<file path="src/hdl/cefd_pkg.sv">
package cefd_pkg;

    localparam int MAX_ROWS     = 1024;
    localparam int ROW_W        = $clog2(MAX_ROWS);
    localparam int HEIGHT_W     = 11;
    localparam int RADIUS_W     = 5;
    localparam int PIX_W        = 8;
    localparam int BRIGHT_W     = 10;
    localparam int EDGE_W       = 13;
    localparam int WIN          = 16;
    localparam int TAPS         = 7;
    localparam int MAX_FEATURES = 32;
    localparam int FIDX_W       = $clog2(MAX_FEATURES);
    localparam int FCNT_W       = FIDX_W + 1;

    localparam logic [HEIGHT_W-1:0] MIN_HEIGHT     = 11'd24;
    localparam logic [HEIGHT_W-1:0] MAX_HEIGHT     = 11'd1024;
    localparam logic [HEIGHT_W-1:0] RESET_HEIGHT   = 11'd480;
    localparam logic [RADIUS_W-1:0] MIN_RADIUS     = 5'd2;
    localparam logic [RADIUS_W-1:0] MAX_RADIUS     = 5'd16;
    localparam logic [RADIUS_W-1:0] RESET_RADIUS   = 5'd10;

    typedef enum logic {
        REG_HEIGHT = 1'b0,
        REG_RADIUS = 1'b1
    } t_reg_idx;

    typedef enum logic [3:0] {
        S_LOAD = 4'b0001,
        S_EDGE = 4'b0010,
        S_NMS  = 4'b0100,
        S_EMIT = 4'b1000
    } t_state;

    typedef struct packed {
        logic load_en;
        logic nms_start;
        logic nms_run;
        logic emit_en;
    } t_cmd;

    typedef struct packed {
        logic pix_last;
        logic nms_done;
        logic out_last;
    } t_status;

endpackage

</file>
<file path="src/hdl/cefd_ctrl.sv">
module cefd_ctrl (
    input  logic             i_clk,
    input  logic             i_rst_n,
    input  logic             i_in_valid,
    input  logic             i_out_ready,
    input  cefd_pkg::t_status i_status,
    output cefd_pkg::t_cmd    o_cmd
);
    import cefd_pkg::*;

    t_state r_state, n_state;

    always_comb begin
        n_state = r_state;
        unique case (r_state)
            S_LOAD: if (i_in_valid && i_status.pix_last) n_state = S_EDGE;
            S_EDGE: n_state = S_NMS;
            S_NMS:  if (i_status.nms_done) n_state = S_EMIT;
            S_EMIT: if (i_out_ready && i_status.out_last) n_state = S_LOAD;
            default: n_state = S_LOAD;
        endcase
    end

    always_ff @(posedge i_clk) begin
        if (!i_rst_n) begin
            r_state <= S_LOAD;
        end else begin
            r_state <= n_state;
        end
    end

    assign o_cmd.load_en   = (r_state == S_LOAD);
    assign o_cmd.nms_start = (r_state == S_EDGE);
    assign o_cmd.nms_run   = (r_state == S_NMS);
    assign o_cmd.emit_en   = (r_state == S_EMIT);

`ifndef SYNTHESIS
    a_edge_one: assert property (@(posedge i_clk) disable iff (!i_rst_n)
        (r_state == S_EDGE) |=> (r_state == S_NMS))
        else $error("edge flush lasted more than one cycle");
    a_nms_exit: assert property (@(posedge i_clk) disable iff (!i_rst_n)
        (r_state == S_NMS && i_status.nms_done) |=> (r_state == S_EMIT))
        else $error("suppression end not followed by result transfer");
    a_load_entry: assert property (@(posedge i_clk) disable iff (!i_rst_n)
        $rose(r_state == S_EDGE) |-> $past(i_in_valid && i_status.pix_last))
        else $error("column closed without its last pixel");
`endif
endmodule

</file>
<file path="config.mk">
export PLATFORM = sky130hd
export DESIGN_NAME = cefd_ctrl
export DESIGN_NICKNAME = d
export VERILOG_FILES = /design/src/hdl/cefd_pkg.sv /design/src/hdl/cefd_ctrl.sv
export SDC_FILE = /design/constraint.sdc
export NUM_CORES = 1
export LEC_CHECK = 0
export BUFFER_PORTS_ARGS = -buffer_cell sky130_fd_sc_hd__buf_4
export CAP_MARGIN = 20
export CELL_PAD_IN_SITES_DETAIL_PLACEMENT = 1
export CELL_PAD_IN_SITES_GLOBAL_PLACEMENT = 1
export CORE_AREA = 2 2 39 41
export DETAILED_ROUTE_END_ITERATION = 16
export DIE_AREA = 0 0 41 43
export HOLD_SLACK_MARGIN = 0.08
export PLACE_DENSITY_LB_ADDON = 0.1
export SLEW_MARGIN = 20
export SYNTH_ARGS = -nofsm -noshare
export SYNTH_HDL_FRONTEND = slang
export SYNTH_SLANG_ARGS = --single-unit
</file>
<file path="constraint.sdc">
create_clock -name i_clk -period 1.35 [get_ports i_clk]
set_input_delay 0.0675 -clock i_clk [delete_from_list [all_inputs] [get_ports i_clk]]
set_output_delay 0.0675 -clock i_clk [all_outputs]
set_load 0.01 [all_outputs]
</file>
=== Yosys cells after proc, flatten, opt, wreduce, memory -nomap -nowiden ===
Index checks and enable logic that the tools add are counted.

* Eq/ne operators: 7
* Mux-type cells: 4
* Reduce and logical (&&, ||, !) cells: 3

{| class="wikitable"
|+ Operators with widths
! kind !! number
|-
| case mux 4 bit (4 select lines) || 1
|-
| two-way mux 4 bit || 3
|-
| equality test 4 x 1 -> 1 bit (second input constant) || 1
|-
| equality test 4 x 2 -> 1 bit (second input constant) || 1
|-
| equality test 4 x 3 -> 1 bit (second input constant) || 1
|-
| equality test 4 bit (second input constant) || 1
|-
| inequality test 2 x 1 -> 1 bit (second input constant) || 2
|-
| AND reduction 3 bit || 1
|-
| logical AND 1 bit || 2
|-
| inequality test 2 bit (second input constant) || 1
|}

* Bits in registers: 4
* Input port bits: 7
* Output and inout port bits: 4
* Logic and storage cells: 15

=== Depth between registers and ports, before layout ===
Gate-level depths: netlist (run 1).

* Depth after elaboration: 3
* Depth in mapped cells: 3
* Depth with buffers taken out: 3

=== Worst setup path after synthesis (run 1) ===
OpenSTA, ideal clock, no wires.

* Path type: register to register
* Start: register r_state[0]
* End: register r_state[0]
* Arrival: 1.242 ns
* Path slack: -0.014 ns
* Cell stages (with the launch flop): 4
* Path buffers: 0
* Path through: dfxtp_1 > nor4b_2 > a22oi_1 > a221o_1

{| class="wikitable"
|+ RTL lines
! element !! line !! RTL
|-
| from (decl) || cefd_ctrl.sv:11 || <nowiki>t_state r_state, n_state;</nowiki>
|-
| from (signal assigned) || cefd_ctrl.sv:28 || <nowiki>r_state <= n_state;</nowiki>
|}

==> summary.md, run 1 <==
TritonCTS built the clock tree. The routed wirelength normalized by instance count was 11.5 um. In the layout the commonest cells are 15 x buf_4, 3 x inv_1, 3 x clkbuf_4.

Along the worst hold path, the cell count comes to 2. For hold timing, the worst endpoint is r_state[1]$_SDFFE_PN0P_. The number of buffers created by CTS came out at 3.

The largest single stage delay on the critical path is 0.35 ns. Buffers placed on the I/O ports in this run total 10. The via count of the first global-routing pass was 257. The register area share after synthesis is 0.350. Flip-flop and latch count after synthesis: 4. The final number of max-transition violations came out at 0.

For the sum of net half-perimeters after detailed placement, the log shows 535 um. Yosys attributes the largest share of cell area to dfxtp_1 35%, nor4b_2 13%, a22oi_1 6.6%, nand2b_1 5.5%, inv_1 4.9%. The core region is 1380 um^2. For the first-iteration detailed-routing DRC count, the log shows 1.

Setup repair after global routing could not meet its margin everywhere. The maximum vdd ir drop is 389 uV. From synthesis to final layout, the design area changed by 89.6%.

The path class of the tightest hold or removal check is input port to flop. No sink is reached through more buffers than the 2 on the longest clock path. For the first-pass GRT wire length, the log shows 1.10 mm.

The combinational fraction of design power is 0.196. For this design the total switching power over the nets is 0.0909 mW. The area share of the largest cell type after synthesis was 0.350; the share of layout cells above drive strength 1 was 0.614. The library cell used most frequently in the layout, excluding fill and tap cells, is buf_4. The tools report the unique cell type count in the Yosys netlist as 16.

Initial antenna violation count: 0. The largest registers in the layout are r_state (4). The count of warnings emitted by yosys was 0.

The number of endpoints failing setup at the final stage was 0; the number of nets in the layout was 53. The signal on the critical path passes through buf_4, nor4_4, buf_4. The worst setup path is captured at an output pin. The share of the cycle needed by the critical path after routing works out to 0.955.

Timing analysis after detailed placement gives a worst setup slack of 0.0165 ns. The average vias per placed instance was 4.40. Routability-driven placement finished with a final weighted congestion of 0.686. The clock arrives with 0.00952 ns of skew. Summed over all failing endpoints, the final setup total negative slack is 0 ns. The filler cells instantiated in the layout total 172.

Counting every net in the synthesized netlist gives 32. The beginning of the worst hold path was i_status[2]. Internal power comes to 0.268 mW. The overall die height was 43 um; the worst setup slack for register-to-register paths was 0.07 ns. The top register by number of flip-flops was r_state.

The die covers 1760 um^2. The tool flagged a number of max-cap violations equal to 0. Root cell of the clock tree: clkbuf_4. The final period demand of the worst path is 1.29 ns. The row count is 14. At the worst endpoint, the required time is 1.28 ns. In this run the critical register-to-register path is captured at r_state[0]$_SDFFE_PN1P_. Summing over every cut layer, the via total after detailed routing is 264.

Counting cells, the worst reg-to-reg path comes to 3. Slew at the pin with the worst max-slew slack: 0.258 ns. The clock-pin slew reported for the worst setup and hold paths after clock tree synthesis was 0.05 ns; the power per unit of standard cell area was 827 nW/um^2. The completed layout was analyzed and its total power is 0.359 mW.

After routing the design area is 434 um^2. For the worst-skew pair, the clock arrives at the later sink with an insertion delay of 0.24 ns. The floorplan die width is 41 um, and the total grt overflow is 0.

The hold violation total from the final report was 0. Registers take 86.3 um^2. The headroom to the max-slew limit came out at 0.826. The total global routing track utilization was 0.0982. The maximum fanout along the worst path is 4.

STA classifies the critical path startpoint as a flop. After synthesis, the mean cell area works out to 9.16 um^2. The startpoint of the worst register-to-register path was r_state[1]$_SDFFE_PN0P_. The analysis attributes to cell leakage a power of 0.187 nW.

Pin placement for this block handled 11 I/O pins. The tools report the number of H-tree levels as 1. Initial core utilization: 0.165.

Static timing analysis puts the maximum clock frequency at 776 MHz. The mapped netlist covers 229 um^2. The largest total area in the synthesized netlist belongs to dfxtp_1. The tools report the fraction of power consumed by the clock network as 0.430. The worst setup path is of the flop to output pin kind. Post-synthesis cell count: 25. The flip-flop count of the largest register after layout is 4, and the detailed-routing iteration count for the pre-antenna-repair pass is 2. After detailed routing, the number of remaining DRC violations is 0. Data arrival time at the worst-slack endpoint: 1.22 ns. The largest individual stage delay along the critical path comes from the cell dfxtp_1.

The largest net degree at the start of global routing is 7, and the switching part of the total is 0.253. The total detailed-routing wirelength is 688 um. The tightest hold path in the finished design has a slack of 0.100 ns. Buffers inserted to repair hold after CTS numbered 0. Share of total power in sequential cells: 0.374. Standard cell area after detailed placement: 369 um^2. Summing all multi-input logic gate instances after layout gives 159 um^2. In this run the remaining antenna-violating nets after routing total 0. The run finished with clean final reports. The run gives 4 as the count of clock tree sinks. Among the stages of the critical path, the cell type that occurs most often is buf_4. Once routing completed, OpenROAD measured the worst setup slack at 0.0608 ns.

For the antenna diode instance count, the log shows 0.
==> cell families (layout without fill, tap and decap cells) <==
kind of cell    Yosys count  count (layout)  share of synthesized area
flops                     4               4                      0.350
buf+inv                   4              23                     0.0820
simple gates             11              11                      0.361
compound gates            6               6                      0.208
==> synthesized netlist by cell type <==
cell type  number
inv_1           3
nor4b_2         2
o21ai_0         1
nand2b_1        2
buf_4           1
nor3_1          1
a221o_1         1
nor4_1          1
nand2_1         2
nor2_1          1
nor4b_1         1
and4_1          1
a22oi_1         2
o21a_1          1
a311o_1         1
dfxtp_1         4
==> layer usage <==
metal	global-route usage	vias to the layer above	wire length, um
met5	0	-	0
met1	0.102	121	283
met2	0.150	7	368
met3	0.0314	2	19
li1	-	134	-
met4	0.0800	0	17
==> through the flow <==
step                      utilization  std cells
final                           0.314         60
after detailed placement        0.267         55
after floorplan                     -         25
after global placement          0.267         55
after CTS                       0.292         58
after global routing            0.314         60
==> worst max-delay path, delay by kind of cell, from the launching register on <==
kind                   cells  cell delay [ns]
buffers and inverters      2             0.34
flip-flops                 1             0.35
AND/OR/NAND/NOR            1             0.29
==> cell type report <==
| cell class | count | area share |
|---|---|---|
| multi-input cells | 17 | 0.366 |
| repair buffers | 17 | 0.311 |
| inverters | 3 | 0.0259 |
| well taps | 16 | 0.0461 |
| flip-flops and latches | 4 | 0.199 |
| clock buffers | 3 | 0.0519 |
==> power by group through the flow <==
stage / registers, mW / clock network, mW / logic, mW
floorplan: 0.135 / 0 / 0.0272
global placement: 0.136 / 0 / 0.0561
detailed placement: 0.136 / 0 / 0.0580
CTS: 0.136 / 0.164 / 0.0629
global route: 0.136 / 0.167 / 0.0775
finish: 0.134 / 0.154 / 0.0702
==> worst max-delay path by stage <==
stage                                 start                 endpoint  slack, ns  depth (start not counted)
global placement    r_state[1]$_SDFFE_PN0P_  r_state[0]$_SDFFE_PN1P_       0.04                          4
detailed placement  r_state[1]$_SDFFE_PN0P_  r_state[0]$_SDFFE_PN1P_       0.02                          3
global route        r_state[1]$_SDFFE_PN0P_  r_state[0]$_SDFFE_PN1P_    -0.0008                          3
floorplan           r_state[3]$_SDFFE_PN0P_  r_state[0]$_SDFFE_PN1P_      -0.01                          3
finish              r_state[3]$_SDFFE_PN0P_                 o_cmd[3]       0.06                          3
CTS                 r_state[0]$_SDFFE_PN1P_                 o_cmd[3]     -0.005                          3
==> repair_timing <==
item                                    in CTS  in global routing
hold endpoints to repair                     0                  0
setup buffers                                0                  2
pin swaps                                    0                  1
endpoints found under the setup margin       1                  4
resized for setup                            4                  4
(Power assumes the default switching activity.)
==> inputs of run 2 (changes only) <==
Settings changed: PLACE_DENSITY_LB_ADDON 0.1 to 0.12.
==> run 2 against run 1 <==
Clock skew shrank 0.0083 ns. Highest routed layer is now met3. Count of clock-buffer cells in the layout is the same. Combinational power shrank 3.7%. Hold slack gained 0.0037 ns.
==> summary.md, run 2 (synthesized netlist as in run 1, its figures left out) <==
Initial antenna violation count: 0. Counting the buffers created by CTS gives 3. Setup violations remaining at the end of the flow were counted as 0.

Root cell of the clock tree: clkbuf_4. The run gives 547 uV as the maximum vdd ir drop. The final number of max-transition violations was 0.

Data on the critical path is required at its endpoint by 1.46 ns. For this block, the via count after detailed routing is 266. The core region is 1380 um^2. The flow ran to the end, and the final reports show no timing, DRC or antenna violations. After global routing the overflow that remains totals 0. Setup repair after global routing could not meet its margin everywhere.

The tools report the filler cell count as 165. The slew at the pin with the worst max-slew slack is 0.275 ns. For the sum of net half-perimeters after detailed placement, the log shows 587 um. The average vias per placed instance works out to 4.43. On the final layout, the worst clock skew is 0.00125 ns. For this run, design rule violations remaining after detail routing come to 0.

The overall die height was 43 um. Wires add up to 695 um. The global placer's final weighted congestion was 0.675; the maximum buffer depth of the clock tree was 2.

The tools report the hold violation total from the final report as 0. The post-synthesis to final-layout area growth came out at 83.1%. The flip-flop count of the largest register after layout is 4. The worst setup path is launched from a flop. Data on the critical path arrives at its endpoint at 1.42 ns. The tools report the area taken by multi-input logic gates as 154 um^2. Pin placement for this block handled 11 I/O pins. Power spread over the standard cell area amounts to 828 nW/um^2.

The analysis attributes to cell leakage a power of 0.185 nW. Static timing analysis puts the maximum clock frequency at 767 MHz. Leaving out fill and tap cells, the most frequent cell in the layout is buf_4.

The floorplan step set the die width to 41 um. Sort of element at the end of the critical path: a flop. Counting every sink on the clock net gives 4.

The first global-routing pass estimated 1.15 mm of wire. Leaving out fill and tap cells, the most frequent cells in the layout are 17 x buf_4, 3 x inv_1, 3 x clkbuf_4, 3 x dfxtp_2. For this design, the CTS-stage hold fixing added 0 buffers.

In this run the core area contains 14 standard-cell rows. The share of layout cells above drive strength 1 was 0.591. The worst setup path is of the flop to flop kind.

Largest net degree at the start of global routing: 7. TritonCTS built the clock tree. The share of the cycle needed by the critical path after routing was 0.965.

For the area of the die, the log shows 1760 um^2. The setup slack at placement was 0.0163 ns; the initial core utilization was 0.165. After the first detailed-routing iteration, the DRC count stood at 4. In the final layout, the registers with the most flip-flops are r_state (4).

The first detailed-routing pass ran for 2 iterations. Of all nets on the critical path, the largest fanout is 6. Final period demand of the worst path: 1.30 ns.

Clock-pin slew was measured on the worst setup and hold paths at 0.04 ns. In the post-route analysis, the smallest setup slack over all paths is 0.0470 ns. Across the run, the number of max-cap violations was 0. The headroom to the max-slew limit was 0.816. Port buffering added 10 buffers. The tools report the total global routing track utilization as 0.0975. Counting flops per register, the top entry is r_state. Class of the worst hold path: input port to flop. The setup TNS is 0 ns, and the routed wirelength normalized by instance count is 11.6 um. The clock latency of the later-clocked register in the worst-skew pair was 0.23 ns; the sequential cell area was 83.8 um^2. Once detail routing completed, the nets flagged for antenna violations numbered 0.

The logs give 1 for the number of H-tree levels and 0 for the antenna diode instance count. The via count of the first global-routing pass was 268; the number of nets in the layout was 53.
-- run 2: cell types whose count changed in the layout (fill, tap and decap cells not counted) --
cell | before | now
dfxtp_2 | 2 | 3
dfxtp_4 | 1 | 0
nor3_2 | 1 | 0
buf_6 | 2 | 0
nor3_1 | 0 | 1
buf_4 | 15 | 17
-- run 2: worst paths after layout --
path         depth (start not counted)                       to                     from  slack, ns
max reg2reg                          3  r_state[0]$_SDFFE_PN1P_  r_state[1]$_SDFFE_PN0P_       0.05
min                                  3  r_state[3]$_SDFFE_PN0P_                  i_rst_n       0.10
min reg2reg                          1  r_state[2]$_SDFFE_PN0P_  r_state[0]$_SDFFE_PN1P_       0.51
max                                  3  r_state[0]$_SDFFE_PN1P_  r_state[1]$_SDFFE_PN0P_       0.05
-- run 2: per-layer routing --
layer | GRT usage | wire length [um] | part of all wire | up-vias
li1 | - | - | - | 134
met1 | 0.123 | 300 | 0.43 | 126
met2 | 0.138 | 356 | 0.51 | 6
met3 | 0.0628 | 38 | 0.055 | 0
met4 | 0.0200 | 0 | 0 | 0
met5 | 0 | 0 | 0 | -
-- run 2: cell type report --
class                   count  area share
flip-flops and latches      4       0.200
clock buffers               3      0.0537
multi-input cells          17       0.367
repair buffers             17       0.304
well taps                  16      0.0478
inverters                   3      0.0269
-- run 2: critical path: stages, from the launching register on --
cell      delay [ns]
dfxtp_2         0.35
nand2b_1        0.16
a311o_1         0.36
a221o_1         0.31
-- run 2: what timing repair did --
action,in CTS,in global routing
gates cloned,0,0
pin swaps,0,1
resized for setup,4,0
buffers inserted,0,2
setup endpoints to repair,1,3
-- run 2: power breakdown --
part | switching (mW) | internal (mW)
clock network | 0.0448 | 0.0991
logic | 0.0255 | 0.0421
registers | 0.0106 | 0.125
total | 0.0808 | 0.266
-- run 2: metrics by stage --
step | hold WS, ns | utilization | instances | cell area [um^2] | power, mW
2_1_floorplan | 0.218 | - | 25 | 244 | 0.162
3_3_place_gp | 0.330 | 0.267 | 55 | 369 | 0.193
3_5_place_dp | 0.345 | 0.267 | 55 | 369 | 0.195
4_1_cts | 0.104 | 0.292 | 58 | 404 | 0.352
5_1_grt | 0.104 | 0.303 | 60 | 419 | 0.373
6_report | 0.104 | 0.303 | 60 | 419 | 0.347
